File: src/hw/rtl/ffha_pkg.sv
// Package: types and constants for the first-fit heap allocator.
package ffha_pkg;
    localparam int unsigned HEADER_BYTES = 32;
    localparam int unsigned MAX_BLOCKS = 64;
    localparam int unsigned ADDR_BITS = 16;
    localparam int unsigned IDX_BITS = $clog2(MAX_BLOCKS);
    localparam int unsigned LINK_BITS = IDX_BITS + 1;
    localparam int unsigned TOP_BITS = ADDR_BITS + 1;
    localparam int unsigned LIMIT_BITS = 17;

    localparam logic [LINK_BITS-1:0] NONE_LINK = LINK_BITS'(MAX_BLOCKS);

    localparam logic REQ_ALLOC = 1'b0;
    localparam logic REQ_FREE = 1'b1;

    localparam logic [1:0] ST_OK = 2'd0;
    localparam logic [1:0] ST_NO_SPACE = 2'd1;
    localparam logic [1:0] ST_ZERO_SIZE = 2'd2;
    localparam logic [1:0] ST_BAD_FREE = 2'd3;

    typedef struct packed {
        logic        req_type;
        logic [15:0] req_size;
        logic [15:0] data_address;
    } req_t;

    typedef struct packed {
        logic [1:0]  status;
        logic [15:0] result_address;
    } rsp_t;

    // one block table entry
    typedef struct packed {
        logic [ADDR_BITS-1:0] blk_start;
        logic [15:0]          blk_bytes;
        logic [LINK_BITS-1:0] blk_next;
        logic [LINK_BITS-1:0] blk_prev;
    } blk_t;
endpackage

File: src/hw/rtl/first_fit_heap_allocator.sv
// Top level: first-fit heap allocator with block split and coalesce.
//
//  channel | ports                          | payload
//  --------+--------------------------------+---------------------------
//  request | s_valid / s_ready / s_req      | ffha_pkg::req_t
//  result  | m_valid / m_ready / m_rsp      | ffha_pkg::rsp_t
//  config  | cfg_we / cfg_wdata             | heap_limit, 17 bits
//
// Sequence: one request at a time. An allocate walks the block list one entry
// per cycle; unless the block found is handed out whole, it then searches for
// a spare entry one per cycle and, if one is found, writes a split (S_SPLIT,
// S_SPLIT_N, S_SPLIT_B) or grows the heap top (S_GROW, S_GROW_L). A free scans
// the table for its address, then merges (S_MNEXT, S_MPREV, S_MFIX). Each
// request ends in S_RESP. The walks through the block table set the time.
// Reset: synchronous, active low; table empty, heap top zero, no clearing pass.
// Stalls: a result waits in its output register; s_ready stays low until
// the result is taken.
module first_fit_heap_allocator (
    input  logic                  aclk,
    input  logic                  aresetn,
    input  logic                  s_valid,
    output logic                  s_ready,
    input  ffha_pkg::req_t        s_req,
    output logic                  m_valid,
    input  logic                  m_ready,
    output ffha_pkg::rsp_t        m_rsp,
    input  logic                  cfg_we,
    input  logic [16:0]           cfg_wdata
);
    localparam int unsigned IB = ffha_pkg::IDX_BITS;
    localparam int unsigned LB = ffha_pkg::LINK_BITS;
    localparam int unsigned AB = ffha_pkg::ADDR_BITS;
    localparam int unsigned TB = ffha_pkg::TOP_BITS;
    localparam int unsigned NB = ffha_pkg::MAX_BLOCKS;
    localparam int unsigned HB = ffha_pkg::HEADER_BYTES;
    localparam logic [16:0] LIM_SPAN = 17'(1 << AB);

    // Sequencer states
    localparam logic [3:0] S_IDLE    = 4'd0;
    localparam logic [3:0] S_WALK    = 4'd1;   // first-fit list walk
    localparam logic [3:0] S_GRAB    = 4'd2;   // spare entry search
    localparam logic [3:0] S_SPLIT   = 4'd3;   // write remainder entry
    localparam logic [3:0] S_SPLIT_N = 4'd4;   // relink following block
    localparam logic [3:0] S_SPLIT_B = 4'd5;   // shrink the taken block
    localparam logic [3:0] S_GROW    = 4'd6;   // write new top block
    localparam logic [3:0] S_GROW_L  = 4'd7;   // link old last block to it
    localparam logic [3:0] S_FIND    = 4'd8;   // free: address search
    localparam logic [3:0] S_MNEXT   = 4'd9;
    localparam logic [3:0] S_MPREV   = 4'd10;
    localparam logic [3:0] S_MFIX    = 4'd11;  // prev link of following block
    localparam logic [3:0] S_RESP    = 4'd12;

    // Block table: one write and one registered read per cycle
    ffha_pkg::blk_t tbl_mem [NB];
    ffha_pkg::blk_t rd_reg;
    logic [IB-1:0]  rd_idx;
    logic           tw_en;
    logic [IB-1:0]  tw_idx;
    ffha_pkg::blk_t tw_data;

    logic [NB-1:0] free_reg, free_next;
    logic [NB-1:0] used_reg, used_next;

    logic [LB-1:0] first_reg, first_next;
    logic [LB-1:0] last_reg, last_next;
    logic [TB-1:0] top_reg, top_next;
    logic [16:0]   limit_reg;

    logic [3:0]    state_reg, state_next;
    ffha_pkg::req_t req_reg;
    logic [LB-1:0] cur_reg, cur_next;      // walk cursor / target block
    logic [LB-1:0] cnt_reg, cnt_next;      // step counter / spare entry
    logic          split_reg, split_next;  // grab is for a split
    ffha_pkg::blk_t ent_reg, ent_next;     // copy of the target entry
    ffha_pkg::rsp_t rsp_reg, rsp_next;
    logic          mval_reg, mval_next;

    logic [IB-1:0] ci, ki, nxi, pvi;
    logic [16:0]   sz_plus_hdr;
    logic [17:0]   grow_end;
    logic [16:0]   eff_limit;

    assign ci = cur_reg[IB-1:0];
    assign ki = cnt_reg[IB-1:0];
    assign nxi = ent_reg.blk_next[IB-1:0];
    assign pvi = ent_reg.blk_prev[IB-1:0];
    assign sz_plus_hdr = 17'(req_reg.req_size) + 17'(HB);
    assign grow_end = 18'(top_reg) + 18'(sz_plus_hdr);
    // growth never passes the address span
    assign eff_limit = (limit_reg > LIM_SPAN) ? LIM_SPAN : limit_reg;

    assign s_ready = (state_reg == S_IDLE) && !mval_reg;
    assign m_valid = mval_reg;
    assign m_rsp = rsp_reg;

    always_comb begin
        state_next = state_reg;
        cur_next = cur_reg;
        cnt_next = cnt_reg;
        split_next = split_reg;
        ent_next = ent_reg;
        rsp_next = rsp_reg;
        mval_next = mval_reg;
        free_next = free_reg;
        used_next = used_reg;
        first_next = first_reg;
        last_next = last_reg;
        top_next = top_reg;
        rd_idx = ci;
        tw_en = 1'b0;
        tw_idx = ci;
        tw_data = ent_reg;
        if (mval_reg && m_ready) begin
            mval_next = 1'b0;
        end
        case (state_reg)
            S_IDLE: begin
                if (s_valid && s_ready) begin
                    rsp_next = '0;
                    cnt_next = '0;
                    cur_next = first_reg;
                    if (s_req.req_type == ffha_pkg::REQ_ALLOC) begin
                        if (s_req.req_size == 16'd0) begin
                            rsp_next.status = ffha_pkg::ST_ZERO_SIZE;
                            state_next = S_RESP;
                        end else begin
                            rd_idx = first_reg[IB-1:0];
                            state_next = S_WALK;
                        end
                    end else if (s_req.data_address == 16'd0) begin
                        state_next = S_RESP;
                    end else begin
                        rd_idx = '0;
                        state_next = S_FIND;
                    end
                end
            end
            S_WALK: begin
                // rd_reg holds the entry at cur_reg
                if (cur_reg == ffha_pkg::NONE_LINK || cnt_reg == LB'(NB)) begin
                    if (grow_end > 18'(eff_limit)) begin
                        rsp_next.status = ffha_pkg::ST_NO_SPACE;
                        state_next = S_RESP;
                    end else begin
                        split_next = 1'b0;
                        cnt_next = '0;
                        state_next = S_GRAB;
                    end
                end else if (free_reg[ci] && rd_reg.blk_bytes >= req_reg.req_size) begin
                    ent_next = rd_reg;
                    rsp_next.result_address = rd_reg.blk_start + AB'(HB);
                    if (17'(rd_reg.blk_bytes) > sz_plus_hdr) begin
                        split_next = 1'b1;
                        cnt_next = '0;
                        state_next = S_GRAB;
                    end else begin
                        free_next[ci] = 1'b0;
                        state_next = S_RESP;
                    end
                end else begin
                    cur_next = rd_reg.blk_next;
                    cnt_next = cnt_reg + 1'b1;
                    rd_idx = rd_reg.blk_next[IB-1:0];
                end
            end
            S_GRAB: begin
                if (cnt_reg == LB'(NB)) begin
                    // table full: a split hands the block out whole
                    if (split_reg) begin
                        free_next[ci] = 1'b0;
                    end else begin
                        rsp_next.status = ffha_pkg::ST_NO_SPACE;
                    end
                    state_next = S_RESP;
                end else if (!used_reg[ki]) begin
                    state_next = split_reg ? S_SPLIT : S_GROW;
                end else begin
                    cnt_next = cnt_reg + 1'b1;
                end
            end
            S_SPLIT: begin
                tw_en = 1'b1;
                tw_idx = ki;
                tw_data.blk_start = ent_reg.blk_start + AB'(sz_plus_hdr);
                tw_data.blk_bytes = ent_reg.blk_bytes - 16'(sz_plus_hdr);
                tw_data.blk_next = ent_reg.blk_next;
                tw_data.blk_prev = cur_reg;
                used_next[ki] = 1'b1;
                free_next[ki] = 1'b1;
                free_next[ci] = 1'b0;
                if (last_reg == cur_reg) last_next = cnt_reg;
                rd_idx = nxi;
                state_next = S_SPLIT_N;
            end
            S_SPLIT_N: begin
                if (ent_reg.blk_next != ffha_pkg::NONE_LINK) begin
                    tw_en = 1'b1;
                    tw_idx = nxi;
                    tw_data = rd_reg;
                    tw_data.blk_prev = cnt_reg;
                end
                state_next = S_SPLIT_B;
            end
            S_SPLIT_B: begin
                tw_en = 1'b1;
                tw_idx = ci;
                tw_data = ent_reg;
                tw_data.blk_bytes = req_reg.req_size;
                tw_data.blk_next = cnt_reg;
                state_next = S_RESP;
            end
            S_GROW: begin
                tw_en = 1'b1;
                tw_idx = ki;
                tw_data.blk_start = top_reg[AB-1:0];
                tw_data.blk_bytes = req_reg.req_size;
                tw_data.blk_next = ffha_pkg::NONE_LINK;
                tw_data.blk_prev = last_reg;
                used_next[ki] = 1'b1;
                free_next[ki] = 1'b0;
                if (last_reg == ffha_pkg::NONE_LINK) begin
                    first_next = cnt_reg;
                end
                top_next = grow_end[TB-1:0];
                rsp_next.result_address = top_reg[AB-1:0] + AB'(HB);
                rd_idx = last_reg[IB-1:0];
                state_next = S_GROW_L;
            end
            S_GROW_L: begin
                if (last_reg != ffha_pkg::NONE_LINK) begin
                    tw_en = 1'b1;
                    tw_idx = last_reg[IB-1:0];
                    tw_data = rd_reg;
                    tw_data.blk_next = cnt_reg;
                end
                last_next = cnt_reg;
                state_next = S_RESP;
            end
            S_FIND: begin
                // rd_reg holds the entry at cnt_reg
                if (cnt_reg == LB'(NB)) begin
                    rsp_next.status = ffha_pkg::ST_BAD_FREE;
                    state_next = S_RESP;
                end else if (used_reg[ki] &&
                    (17'(rd_reg.blk_start) + 17'(HB)) == 17'(req_reg.data_address)) begin
                    free_next[ki] = 1'b1;
                    cur_next = cnt_reg;
                    ent_next = rd_reg;
                    rd_idx = rd_reg.blk_next[IB-1:0];
                    state_next = S_MNEXT;
                end else begin
                    cnt_next = cnt_reg + 1'b1;
                    rd_idx = IB'(cnt_reg + 1'b1);
                end
            end
            S_MNEXT: begin
                // absorb next into cur; rd_reg holds next
                if (ent_reg.blk_next != ffha_pkg::NONE_LINK && free_reg[nxi]) begin
                    ent_next.blk_bytes = ent_reg.blk_bytes + rd_reg.blk_bytes + 16'(HB);
                    ent_next.blk_next = rd_reg.blk_next;
                    if (last_reg == ent_reg.blk_next) last_next = cur_reg;
                    used_next[nxi] = 1'b0;
                    free_next[nxi] = 1'b0;
                end
                rd_idx = pvi;
                state_next = S_MPREV;
            end
            S_MPREV: begin
                // absorb cur into prev; rd_reg holds prev
                if (ent_reg.blk_prev != ffha_pkg::NONE_LINK && free_reg[pvi]) begin
                    tw_en = 1'b1;
                    tw_idx = pvi;
                    tw_data = rd_reg;
                    tw_data.blk_bytes = rd_reg.blk_bytes + ent_reg.blk_bytes + 16'(HB);
                    tw_data.blk_next = ent_reg.blk_next;
                    if (last_reg == cur_reg) last_next = ent_reg.blk_prev;
                    used_next[ci] = 1'b0;
                    free_next[ci] = 1'b0;
                    cur_next = ent_reg.blk_prev;
                end else begin
                    tw_en = 1'b1;
                    tw_idx = ci;
                    tw_data = ent_reg;
                end
                rd_idx = nxi;
                state_next = S_MFIX;
            end
            S_MFIX: begin
                // following block points back at the surviving block
                if (ent_reg.blk_next != ffha_pkg::NONE_LINK) begin
                    tw_en = 1'b1;
                    tw_idx = nxi;
                    tw_data = rd_reg;
                    tw_data.blk_prev = cur_reg;
                end
                state_next = S_RESP;
            end
            S_RESP: begin
                mval_next = 1'b1;
                state_next = S_IDLE;
            end
            default: begin
                state_next = S_IDLE;
            end
        endcase
    end

    always_ff @(posedge aclk) begin
        if (!aresetn) begin
            state_reg <= S_IDLE;
            mval_reg <= 1'b0;
            free_reg <= '0;
            used_reg <= '0;
            first_reg <= ffha_pkg::NONE_LINK;
            last_reg <= ffha_pkg::NONE_LINK;
            top_reg <= '0;
            limit_reg <= 17'h10000;
            cur_reg <= '0;
            cnt_reg <= '0;
            split_reg <= 1'b0;
        end else begin
            state_reg <= state_next;
            mval_reg <= mval_next;
            free_reg <= free_next;
            used_reg <= used_next;
            first_reg <= first_next;
            last_reg <= last_next;
            top_reg <= top_next;
            cur_reg <= cur_next;
            cnt_reg <= cnt_next;
            split_reg <= split_next;
            if (cfg_we) limit_reg <= cfg_wdata;
        end
    end

    always_ff @(posedge aclk) begin
        rsp_reg <= rsp_next;
        ent_reg <= ent_next;
        if (s_valid && s_ready) req_reg <= s_req;
    end

    always_ff @(posedge aclk) begin
        rd_reg <= tbl_mem[rd_idx];
        if (tw_en) tbl_mem[tw_idx] <= tw_data;
    end

    // A free block is always a table entry in use.
    a_free_in_use: assert property (@(posedge aclk) disable iff (!aresetn)
        (free_reg & ~used_reg) == '0) else $error("free entry not in use");
    // The heap top never moves down.
    a_top_grows: assert property (@(posedge aclk) disable iff (!aresetn)
        top_reg >= $past(top_reg)) else $error("heap top shrank");
    // A result comes only from the response step.
    a_rsp_from_seq: assert property (@(posedge aclk) disable iff (!aresetn)
        $rose(m_valid) |-> $past(state_reg) == S_RESP) else $error("stray result");
    // No new request is taken while a result waits.
    a_one_at_time: assert property (@(posedge aclk) disable iff (!aresetn)
        m_valid |-> !s_ready) else $error("ready with result pending");
endmodule

File: config.mk
export PLATFORM = sky130hd
export DESIGN_NAME = first_fit_heap_allocator
export DESIGN_NICKNAME = d
export VERILOG_FILES = /design/src/hw/rtl/ffha_pkg.sv /design/src/hw/rtl/first_fit_heap_allocator.sv
export SDC_FILE = /design/constraint.sdc
export NUM_CORES = 2
export LEC_CHECK = 0
export ABC_CLOCK_PERIOD_IN_PS = 9100
export BUFFER_PORTS_ARGS = -buffer_cell sky130_fd_sc_hd__buf_2
export CAP_MARGIN = 20
export CELL_PAD_IN_SITES_DETAIL_PLACEMENT = 0
export CELL_PAD_IN_SITES_GLOBAL_PLACEMENT = 1
export CORE_MARGIN = 10
export CORE_UTILIZATION = 25
export DETAILED_ROUTE_END_ITERATION = 10
export PLACE_DENSITY_LB_ADDON = 0.1
export SLEW_MARGIN = 15
export SYNTH_ARGS = -nofsm -noshare
export SYNTH_HDL_FRONTEND = slang
export SYNTH_SLANG_ARGS = --single-unit
File: constraint.sdc
create_clock -name aclk -period 9.1 [get_ports aclk]
set_clock_uncertainty 0.2 [all_clocks]
set_input_delay 0.455 -clock aclk [delete_from_list [all_inputs] [get_ports aclk]]
set_output_delay 0.455 -clock aclk [all_outputs]
set_load 0.005 [all_outputs]
==> results.toml <==
[power_and_ir_drop]
p_int_mw = 35.06
power.share.clock_pct = 26.1
power_frac_comb_pct = 41.5
p_switching_mw = 25.86
p_per_area_mw_per_mm2 = 366.4
power_mw = 60.93
power_frac_seq_pct = 32.4
power.share.switching_pct = 42.45
ir_worst_vdd_mv = 0.5414
cellLeakagePower_nw = 54.30

[worst_setup_path]
critPathBufInv = 3
cp_data_required_time_ns = 9.81
cp_cell_sequence = "ha_1 -> xnor2_1 -> nand2_1 -> or4_1 -> nand4bb_1 -> nor4_2 -> o211ai_2 -> and4_1 -> a211oi_4 -> buf_12 -> buf_4 -> buf_4 -> nand2_1 -> a32oi_1 -> and3_1 -> a31oi_1 -> a211oi_2 -> and3_1"
path_max_fanout = 40
critPathKind = "register to register"
cp-start-kind = "register"
worstPathArrival_ns = 8.22
end_kind = "register"
cp_slowest_stage_delay_ns = 0.89
crit_slowest_cell = "dfxtp_1"
crit_family = "simple AND/OR/NAND/NOR gates"

[sta]
timing.setup.tns_ns = 0
fin_hold_ws_ns = 0.09337
fmax_mhz = 133.2
hold_viol_final = 0
setup_violations = 0
min_period_ns = 7.510
slew_violations = 0
min_period_over_period_pct = 82.52
worstMarginPinSlew_ns = 1.184
rsz0062_at_grt = "no"
setup_slack_ns = 1.590
slew_headroom_pct = 20.43

[die]
core_area_mm2 = 0.5574
die_x_um = 768.3
rows = 274
die_h_um = 768.3
dieArea_mm2 = 0.5902
start_util_pct = 25.11
ios = 75

[layout]
final_cell_mix = "edfxtp_1, nand2_1, nand3_1, a21oi_1, clkbuf_16"
fin_area_mm2 = 0.1663
final_common_cell = "edfxtp_1"
largest_register_ff_count = 2944
multi_input_area_mm2 = 0.04116
syn_to_final_growth_pct = 18.80
ff_latch_area_mm2 = 0.09614
num-fill-cells = 56390
drive_gt1_share_pct = 11.44
nets = 11870

[detailed_routing]
drc = 0
via_per_inst = 5.046
drtAntennaViolNets = 0
first_pass_iters = 7
post_drt_wl_per_cell_um = 29.69
drt_iter0_markers = 9185
vias = 98290
drt-total-wl_mm = 578.3

[global_routing]
grt_remaining_overflow = 0
grt_util_all_layers_pct = 18.79
grt_pass1_wl_mm = 802.3
grt_max_degree = 129
grt_antenna_before_repair = 43
grt_pass1_vias = 96460

[clock_tree]
post_cts_resized = 0
cts_buffer_depth = 4
clk_pin_slew_ns = 0.06
root_buffer = "clkbuf_16"
cts_made_buffers = 394
clk_latency_ns = 1.02
htreeDepth = 5
numClockSinks = 3282
cts_tree = "built"

[outcome]
status = "complete, no violations"

[logic_synthesis]
ys_types = 100
synth_fp_nets = 11610
ys_seq_area_share_pct = 68.68
ys.flop_type = "edfxtp_1"
avgSynthCellArea_um2 = 12.25
ys_warn_count = 0
syn_area_mm2 = 0.1400
synthCells = 11420
synth_edf_count = 3040
synthArstFlopShare_pct = 0
ys_seq_elements = 3282

[hold_path]
hp-class = "input port to register"

[place]
placed_area_mm2 = 0.1521
hpwl_mm = 336.7
preCtsSetupSlack_ns = 1.483
place_congestion = 0.8400
port_buffers = 74

[run]
max-cap-violations = 0
power by group through the flow:
stage                     combinational [mW]  clock, mW  sequential, mW
after global routing                    27.4       16.9            19.8
after CTS                               25.7       16.3            19.7
after floorplan                         13.9          0            19.7
after detailed placement                25.6          0            20.1
final                                   25.3       15.9            19.7
after global placement                  25.5          0            20.1
cells in the mapped netlist, types with 63 or more instances:
| cell | number | area (um^2) |
|---|---|---|
| a211oi_1 | 138 | 1036 |
| a21oi_1 | 415 | 2077 |
| a31oi_1 | 358 | 2240 |
| a32oi_1 | 177 | 1550 |
| and3_1 | 160 | 1001 |
| buf_1 | 100 | 375.4 |
| buf_2 | 266 | 1331 |
| clkbuf_1 | 394 | 1479 |
| dfxtp_1 | 242 | 4845 |
| edfxtp_1 | 3040 | 91290 |
| ha_1 | 129 | 1614 |
| inv_1 | 88 | 330.3 |
| mux2i_1 | 267 | 2673 |
| nand2_1 | 2839 | 10660 |
| nand3_1 | 969 | 4850 |
| nor2_1 | 330 | 1239 |
| nor4_1 | 78 | 488.0 |
| o21a_1 | 67 | 503.0 |
| o21ai_0 | 284 | 1421 |
| o22ai_1 | 136 | 850.8 |
| o31ai_1 | 63 | 473.0 |
| xnor2_1 | 72 | 630.6 |
cell families (layout without fill, tap and decap cells):
| group | count (synthesis) | after routing | share of synthesized area, % |
|---|---|---|---|
| AOI/OAI and AO/OA | 2034 | 2034 | 9.799 |
| adders and majority gates | 133 | 133 | 1.210 |
| DFF | 3282 | 3282 | 68.68 |
| muxes | 312 | 312 | 2.521 |
| buffers and inverters | 900 | 1489 | 2.792 |
| other | 0 | 13 | 0 |
| xor gates and xnor gates | 106 | 106 | 0.6633 |
| and+or+nand+nor | 4656 | 4656 | 14.34 |
through the flow:
stage / utilization (%) / cells
2_1_floorplan: - / 11420
3_3_place_gp: 27.26 / 18600
3_5_place_dp: 27.29 / 18600
4_1_cts: 29.82 / 19460
5_1_grt: 29.83 / 19470
6_report: 29.83 / 19480
final timing paths:
path,startpoint,end,slack (ns),cells past startpoint
setup / recovery,rd_reg[35]$_DFF_P_,rd_reg[44]$_DFF_P_,1.59,18
hold / removal,s_req[16],req_reg[16]$_DFFE_PP_,0.09,2
hold reg to reg,first_reg[6]$_SDFFE_PN1P_,first_reg[6]$_SDFFE_PN1P_,0.28,2
setup reg to reg,rd_reg[35]$_DFF_P_,rd_reg[44]$_DFF_P_,1.59,18
final cells by class:
cell class                 count  share of cell area [%]
inverter                      93                  0.2137
antenna                       13                 0.01956
sequential                  3282                   57.81
clock buffer                 493                   6.394
tap                         7452                   5.607
timing repair buffer         667                   3.879
multi-input combinational   7241                   24.75
clock inverter               236                   1.320
repair_timing:
item                                   CTS  global route
setup endpoints to repair                0             0
hold buffers                           131             0
setup buffers                            0             0
endpoints found under the hold margin  112             0
worst register-to-register path, cell delays in order, from the launching register on:
cell and delay [ns]:
dfxtp_1 0.89, ha_1 0.41, xnor2_1 0.18, nand2_1 0.09, or4_1 0.46, nand4bb_1 0.20, nor4_2 0.76, o211ai_2 0.50
and4_1 0.41, a211oi_4 0.27, buf_12 0.32, buf_4 0.59, buf_4 0.50, nand2_1 0.10, a32oi_1 0.35, and3_1 0.22
a31oi_1 0.06, a211oi_2 0.68, and3_1 0.28
metal layers:
metal / track usage [%] / wire length [um] / vias up
met5: 0 / 13 / -
met4: 4.168 / 13880 / 2
met3: 2.389 / 27940 / 761
met2: 31.71 / 276400 / 2986
met1: 25.75 / 260000 / 51230
li1: - / - / 43310
(Power assumes the default switching activity.)
